<file path="src/sv/nbg_pkg.sv">
// nbg_pkg: widths, reset values, codes and types of the n-body acceleration block
// no dependencies
package nbg_pkg;
  localparam int IDX_W             = 10;
  localparam int DATA_W            = 32;
  localparam int CUT_W             = 31;
  localparam int CNT_W             = 11;
  localparam int MAX_PARTICLES_DEF = 1024;
  localparam int QUEUE_DEPTH       = 4;
  localparam int DIV_W             = 64;
  localparam int ROOT_W            = 32;
  localparam int SQ_W              = 2 * ROOT_W;
  localparam int MAG_W             = 33;
  localparam int MUL_W             = 34;
  localparam int PROD_W            = 2 * MUL_W;
  localparam int G_W               = 34;
  localparam int U_W               = 31;
  localparam int ACC_W             = 64;
  localparam int FRAC_SHIFT        = 30;
  localparam int APB_ADDR_W        = 4;
  localparam int APB_DATA_W        = 32;
  localparam int REG_SEL_W         = 2;

  localparam logic [DATA_W-1:0] GRAV_RESET   = 32'd19325463;
  localparam logic [CUT_W-1:0]  CUTOFF_RESET = 31'd3277;
  localparam logic [CNT_W-1:0]  COUNT_RESET  = 11'd1024;

  // register indexes on the configuration port
  localparam logic [REG_SEL_W-1:0] REG_GRAV   = 2'd0;
  localparam logic [REG_SEL_W-1:0] REG_CUTOFF = 2'd1;
  localparam logic [REG_SEL_W-1:0] REG_COUNT  = 2'd2;

  typedef enum logic {
    REQ_LOAD  = 1'b0,
    REQ_QUERY = 1'b1
  } req_e;

  typedef struct packed {
    req_e                      req;
    logic [IDX_W-1:0]          idx;
    logic signed [DATA_W-1:0]  px;
    logic signed [DATA_W-1:0]  py;
    logic signed [DATA_W-1:0]  pz;
    logic [DATA_W-1:0]         mass;
  } item_t;

  typedef struct packed {
    logic [IDX_W-1:0]          index;
    logic signed [DATA_W-1:0]  ax;
    logic signed [DATA_W-1:0]  ay;
    logic signed [DATA_W-1:0]  az;
    logic                      sat;
  } result_t;

  typedef struct packed {
    logic [DATA_W-1:0] grav;
    logic [CUT_W-1:0]  cutoff;
    logic [CNT_W-1:0]  count;
  } cfg_t;
endpackage

</file>
<file path="src/sv/nbg_front.sv">
// nbg_front: takes items, folds the index into the table range, queues them
// depends on nbg_pkg
module nbg_front
  import nbg_pkg::*;
#(
  parameter int MAX_PARTICLES = MAX_PARTICLES_DEF,
  parameter int ADDR_W        = $clog2(MAX_PARTICLES)
) (
  input  logic              clk_i,
  input  logic              rst_ni,
  input  logic              push_i,
  input  item_t             item_i,
  output logic              full_o,
  output logic              q_valid_o,
  output item_t             q_item_o,
  output logic [ADDR_W-1:0] q_addr_o,
  input  logic              q_pop_i
);
  localparam int RW    = ((IDX_W > ADDR_W) ? IDX_W : ADDR_W) + 1;
  localparam int PTR_W = $clog2(QUEUE_DEPTH);
  localparam logic [RW-1:0]    MAX_R  = RW'(MAX_PARTICLES);
  localparam logic [PTR_W:0]   FILL_F = (PTR_W + 1)'(QUEUE_DEPTH);

  logic              stg_v_q;
  item_t             stg_item_q;
  logic [RW-1:0]     red_q;
  logic              red_ok, room, move, accept;
  item_t             fifo_item_q [QUEUE_DEPTH];
  logic [ADDR_W-1:0] fifo_addr_q [QUEUE_DEPTH];
  logic [PTR_W-1:0]  wr_q, rd_q;
  logic [PTR_W:0]    fill_q;

  assign red_ok    = red_q < MAX_R;
  assign room      = fill_q != FILL_F;
  assign move      = stg_v_q && red_ok && room;
  assign full_o    = stg_v_q && !move;
  assign accept    = push_i && !full_o;
  assign q_valid_o = fill_q != '0;
  assign q_item_o  = fifo_item_q[rd_q];
  assign q_addr_o  = fifo_addr_q[rd_q];

  // staging and queue control
  always_ff @(posedge clk_i or negedge rst_ni) begin
    if (!rst_ni) begin
      stg_v_q <= 1'b0;
      wr_q    <= '0;
      rd_q    <= '0;
      fill_q  <= '0;
    end else begin
      if (accept) begin
        stg_v_q <= 1'b1;
      end else if (move) begin
        stg_v_q <= 1'b0;
      end
      if (move) begin
        wr_q <= wr_q + 1'b1;
      end
      if (q_pop_i && q_valid_o) begin
        rd_q <= rd_q + 1'b1;
      end
      fill_q <= fill_q + (PTR_W + 1)'(move) - (PTR_W + 1)'(q_pop_i && q_valid_o);
    end
  end

  // staging payload, index folded by repeated subtraction
  always_ff @(posedge clk_i) begin
    if (accept) begin
      stg_item_q <= item_i;
      red_q      <= RW'(item_i.idx);
    end else if (stg_v_q && !red_ok) begin
      red_q <= red_q - MAX_R;
    end
    if (move) begin
      fifo_item_q[wr_q] <= stg_item_q;
      fifo_addr_q[wr_q] <= red_q[ADDR_W-1:0];
    end
  end
endmodule

</file>
<file path="config.mk">
export PLATFORM = sky130hd
export DESIGN_NAME = nbg_front
export DESIGN_NICKNAME = d
export VERILOG_FILES = /design/src/sv/nbg_pkg.sv /design/src/sv/nbg_front.sv
export SDC_FILE = /design/constraint.sdc
export NUM_CORES = 1
export LEC_CHECK = 0
export BUFFER_PORTS_ARGS = -buffer_cell sky130_fd_sc_hd__buf_2
export CORE_MARGIN = 5
export CORE_UTILIZATION = 30
export DETAILED_ROUTE_END_ITERATION = 6
export GPL_ROUTABILITY_DRIVEN = 0
export GPL_TIMING_DRIVEN = 0
export SYNTH_ARGS = -nofsm -noshare
export SYNTH_HDL_FRONTEND = slang
export SYNTH_SLANG_ARGS = --single-unit
</file>
<file path="constraint.sdc">
create_clock -name clk_i -period 11.6 [get_ports clk_i]
set_input_delay 0.58 -clock clk_i [delete_from_list [all_inputs] [get_ports clk_i]]
set_output_delay 0.58 -clock clk_i [all_outputs]
set_load 0.02 [all_outputs]
</file>
==> impl_metrics.toml, run 1 <==
[outcome]
status = "finished clean"

[global_route]
grt_pass1_wl_um = 77020
gr-total-overflow = 0
track_usage = 0.1154
antenna_found_initial = 9
grt_pass1_vias = 11880
grt_max_degree = 50

[synthesis]
avgSynthCellArea_um2 = 27.00
synth.top_cell.area_share = 0.8420
synth.net_count = 1068
synth_area_um2 = 24790
synth.area.top_cells = "edfxtp_1, mux4_2, dfrtp_1"
synth_cell_types = 22
synthAdderAreaFrac = 0.003836
synthMuxAreaShare = 0.1268
seq_area_frac_synth = 0.8509
synth-xor-area-share = 0.001767
yosysWarnings = 0
synth_top_family_by_area = "multiplexers"
ys_ff_latch = 704
yosys.area_share.simple = 0.003332
synth_compound_area_frac = 0.0002019
yosysTopAreaCell = "edfxtp_1"
synthCells = 918

[finish]
instances_no_fill = 2439
final_area_um2 = 30370
syn_to_final_growth_pct = 22.52
seq_area_um2 = 21090
fillers = 7464
drive_above_1_share = 0.4359
final_common_cell = "edfxtp_1"
final_cell_mix = "edfxtp_1, buf_2, mux4_2"
layout.nets = 1453
multi_input_area_um2 = 3381

[worst_hold_path]
holdPathStages = 1
hold_path_class = "in2reg"
min-delay-start = "item_i[94]"
hold_end = "stg_item_q[94]$_DFFE_PP_"

[timing]
clock.fmax_ghz = 0.3085
worstMarginPinSlew_ns = 0.8525
rsz0062_at_grt = "no"
final.period_utilization = 0.2794
finClkSkew_ns = 0.01561
setup_tns_ns = 0
worst_slack_ns = 8.359
period_needed_ns = 3.241
slew_headroom = 0.4316
setup_violations = 0
hold_violations = 0
slew_violations = 0

[place]
io_buffer_count = 293
place_area_um2 = 27930
placed_cells = 2293
pre_cts_slack_ns = 8.812
dp_hpwl_um = 31830

[clock_network]
h-tree-depth = 3
numCtsBuffers = 77
clk_pin_slew_ns = 0.06
clkLatencyLatePin_ns = 0.60
cts_root_buf = "clkbuf_16"
cts_tree = "done"
post_cts_buffers = 0
cts_sinks = 704
cts_buffer_depth = 3

[die]
core-area_um2 = 81980
initial_utilization = 0.3024
die_w_um = 297.4
pin_count = 294
fp-row-count = 105
fp.dieH_um = 297.4
dieArea_um2 = 88470

[route]
viasPerCell = 4.428
drcViolationCount = 0
vias = 10800
wl_um = 51510
firstDrtPassIters = 4
ant_nets = 0
avgRoutedWirePerCell_um = 21.12
drt_iter0_markers = 667

[worst_setup_path]
crit_type = "reg2out"
cp_max_fo = 10
cp.arrival_ns = 2.66
r2r_end = "fifo_item_q[1][71]$_DFFE_PP_"
r2r_slack_ns = 9.04
cp.required_ns = 11.02
start_kind = "register"
critical_path.endpoint_type = "output port"
rr_worst_depth = 4
r2r-start = "fill_q[2]$_DFF_PN0_"

[power_and_ir_drop]
power.total_mw = 8.370
p_leak_nw = 10.24
peakVddDrop_mv = 0.1292
power_per_cell_area_nw_per_um2 = 275.6

[flow_run]
maxCapViolCount = 0
-- critical path, cell delays in order (launching register included) --
cell and delay [ns]:
dfrtp_1 0.32, clkbuf_1 0.27, buf_2 0.49, buf_2 0.42, mux4_2 0.37, buf_2 0.19
-- metal layers --
layer  track usage  wire length (µm)  up-vias
li1              -                 -     4718
met1        0.1422             20520     5680
met2        0.1962             26210      301
met3       0.03328              3477       98
met4       0.03926              1290        2
met5             0                13        -
-- metrics by stage --
stage | hold WS [ns] | utilization
6_report | 0.1524 | 0.3705
3_3_place_gp | 0.4340 | 0.3366
3_5_place_dp | 0.4375 | 0.3408
4_1_cts | 0.09091 | 0.3703
5_1_grt | 0.1014 | 0.3704
2_1_floorplan | 0.2844 | -
-- synthesized netlist by cell type --
master,n
nor3b_2,1
nand3_1,1
buf_2,16
ha_1,6
mux2_2,1
buf_1,1
dfxtp_1,1
and2_1,6
inv_1,7
buf_4,11
buf_6,11
clkbuf_1,3
nand2b_1,1
edfxtp_1,695
nor3b_1,2
o21ai_0,1
dfrtp_1,8
mux4_2,139
or3_1,1
xor2_1,1
xnor2_1,4
fa_1,1
-- report_power, final --
| group | internal, mW | total (mW) | switching, mW |
|---|---|---|---|
| clock network | 1.35 | 2.31 | 0.966 |
| registers | 3.43 | 3.56 | 0.134 |
| logic | 0.967 | 2.49 | 1.53 |
| total | 5.74 | 8.37 | 2.63 |
-- repair_timing --
action	in CTS	in global routing
setup endpoints to repair	0	0
hold buffers	1	0
resized for setup	0	0
hold endpoints to repair	8	0
-- area by class of cell --
cell class / count / share of cell area
inverter: 7 / 0.0008652
multi-input combinational: 165 / 0.1113
timing repair buffer: 306 / 0.05949
antenna: 4 / 0.0003296
sequential: 704 / 0.6945
buffer: 42 / 0.009929
tap: 1070 / 0.04408
clock inverter: 46 / 0.01244
clock buffer: 95 / 0.06707
-- state kept, by name, summed over array words and instances (netlist names) --
signal and flops:
wr_q 2, stg_item_q 139, fifo_addr_q 36, fill_q 3
stg_v_q 1, fifo_item_q 520, rd_q 2, red_q 1
-- cells by family after synthesis --
family | Yosys count
DFF | 704
muxes | 140
buffers and inverters | 49
and+or+nand+nor | 12
adders and majority gates | 7
xor gates and xnor gates | 5
AOI/OAI and AO/OA | 1
-- how the worst max path moves through the flow --
| stage | from | end | slack (ns) | depth (start not counted) |
|---|---|---|---|---|
| floorplan | fill_q[2]$_DFF_PN0_ | fifo_addr_q[0][0]$_DFFE_PP_ | 6.99 | 3 |
| global placement | fill_q[2]$_DFF_PN0_ | fifo_item_q[2][73]$_DFFE_PP_ | 3.53 | 3 |
| detailed placement | rd_q[1]$_DFFE_PN0P_ | q_item_o[60] | 8.81 | 5 |
| CTS | rd_q[1]$_DFFE_PN0P_ | q_item_o[60] | 8.12 | 5 |
| global route | rd_q[1]$_DFFE_PN0P_ | q_item_o[60] | 8.11 | 5 |
| finish | rd_q[1]$_DFFE_PN0P_ | q_item_o[37] | 8.36 | 5 |
Note: power is estimated with default switching activity, not from simulation.
==> run 2: changes to the inputs <==
==> constraint.sdc (replaced) <==
create_clock -name clk_i -period 2.8 [get_ports clk_i]
set_input_delay 0.14 -clock clk_i [delete_from_list [all_inputs] [get_ports clk_i]]
set_output_delay 0.14 -clock clk_i [all_outputs]
set_load 0.02 [all_outputs]
==> impl_metrics.toml, run 2 (synthesized netlist as in run 1, its figures left out) <==
[place]
io_buffer_count = 293
dp_hpwl_um = 32150
pre_cts_slack_ns = 0.1900
placed_cells = 2294

[worst_setup_path]
path_cells = "clkbuf_1 -> buf_4 -> clkbuf_4 -> mux4_2 -> buf_2"
cp.required_ns = 2.66
crit_buf_inv = 4
start_kind = "register"
critical_path.endpoint_type = "output port"
cpPeakStageDelay_ns = 0.39
crit_type = "reg2out"
cpLargestDelayFamily = "buffers and inverters"
cp.arrival_ns = 2.50
cp_max_fo = 10
cpMaxStageDelayCell = "mux4_2"

[power_and_ir_drop]
power_per_cell_area_nw_per_um2 = 1099
seqPwrFrac = 0.423
pwr-share-clk = 0.277
power.total_mw = 34.96
p_leak_nw = 10.85
p_comb_frac = 0.301
p_switching_mw = 10.91
peakVddDrop_mv = 0.6471
swShare = 0.3121
power.internal_mw = 24.05

[timing]
clock.fmax_ghz = 0.3790
period_needed_ns = 2.638
finClkSkew_ns = 0.01057
hold_violations = 0
worst_slack_ns = 0.1617
slew_violations = 0
slew_headroom = 0.4838
final.period_utilization = 0.9423
worstMarginPinSlew_ns = 0.7742
setup_violations = 0
rsz0062_at_grt = "no"

[global_route]
grt_pass1_vias = 12680
grt_use_met1 = 0.1409
grt_pass1_wl_um = 79160
grt_max_degree = 51
busiest_layer = "met2"
gr-total-overflow = 0
grt_util_met3 = 0.03065
grtUsageMet2 = 0.2087
antenna_found_initial = 5
track_usage = 0.1185

[finish]
drive_above_1_share = 0.3964
regMostFlops = "fifo_item_q"
final_common_cell = "edfxtp_1"
seq_area_um2 = 21090
layout.nets = 1598
syn_to_final_growth_pct = 28.37
reg_top3 = "fifo_item_q x520, stg_item_q x139, fifo_addr_q x36"
instances_no_fill = 2579
fillers = 7367
final_cell_mix = "edfxtp_1, buf_2, dlygate4sd3_1"
multi_input_area_um2 = 3381
largest_reg_flops = 520

[outcome]
status = "finished clean"

[flow_run]
maxCapViolCount = 0

[clock_network]
clk_pin_slew_ns = 0.06
numCtsBuffers = 79
cts_tree = "done"
clkLatencyLatePin_ns = 0.59
cts_sinks = 704
post_cts_buffers = 0
cts_buffer_depth = 3
h-tree-depth = 3
cts_root_buf = "clkbuf_16"

[route]
drt_iter0_markers = 719
vias = 11330
ant_nets = 0
drcViolationCount = 0
viasPerCell = 4.395
wl_um = 53170
firstDrtPassIters = 4
avgRoutedWirePerCell_um = 20.62

[die]
core-area_um2 = 81980
dieArea_um2 = 88470
fp-row-count = 105
pin_count = 294
fp.dieH_um = 297.4
die_w_um = 297.4
initial_utilization = 0.3024

[worst_hold_path]
hold_path_class = "in2reg"
## run 2: final cells by class
type,count,share of cell area
antenna,3,0.0002359
buffer,42,0.009713
timing repair buffer,449,0.1016
inverter,7,0.0008258
tap,1070,0.04207
clock inverter,36,0.01018
sequential,704,0.6628
multi-input combinational,165,0.1062
clock buffer,103,0.06630
## run 2: routing by layer
metal / vias to the layer above / wire length [µm]
met3: 91 / 3194
met2: 298 / 27590
met5: - / 27
met4: 4 / 1423
li1: 4991 / -
met1: 5950 / 20940
## run 2: metrics by stage
stage	TNS, ns	utilization	hold slack (ns)	area, µm²
after CTS	0	0.3880	0.1866	31810
after global placement	-1206.96	0.3367	-0.005479	27600
after global routing	0	0.3880	0.2175	31810
after detailed placement	0	0.3408	-0.004213	27940
final	0	0.3881	0.2510	31820
after floorplan	-153.66	-	-0.1556	24790
## run 2: repair_timing
item,4_1_cts,5_1_grt
hold endpoints to repair,151,0
hold buffers,143,0
setup endpoints to repair,109,1
gates resized for setup,3,1
## run 2: power groups by stage
stage | Sequential (mW) | Clock (mW) | Combinational [mW]
after floorplan | 14.9 | 0 | 6.72
after global placement | 15.2 | 0 | 10.4
after detailed placement | 15.0 | 0 | 10.7
after CTS | 14.8 | 10.0 | 10.9
after global routing | 15.0 | 10.5 | 11.3
final | 14.8 | 9.67 | 10.5
## run 2: final timing paths
kind | cells past startpoint | startpoint | slack, ns | endpoint
worst min register to register | 1 | stg_v_q$_DFFE_PN0P_ | 0.45 | red_q[10]$_SDFFE_PP0P_
min in group asynchronous | 3 | rst_ni | 0.57 | rd_q[0]$_DFFE_PN0P_
max in group asynchronous | 3 | rst_ni | 1.97 | wr_q[0]$_DFFE_PN0P_
worst max register to register | 5 | fill_q[2]$_DFF_PN0_ | 0.25 | fifo_item_q[2][44]$_DFFE_PP_
worst min-delay path | 2 | item_i[103] | 0.25 | stg_item_q[103]$_DFFE_PP_
worst max-delay path | 5 | rd_q[1]$_DFFE_PN0P_ | 0.16 | q_item_o[86]
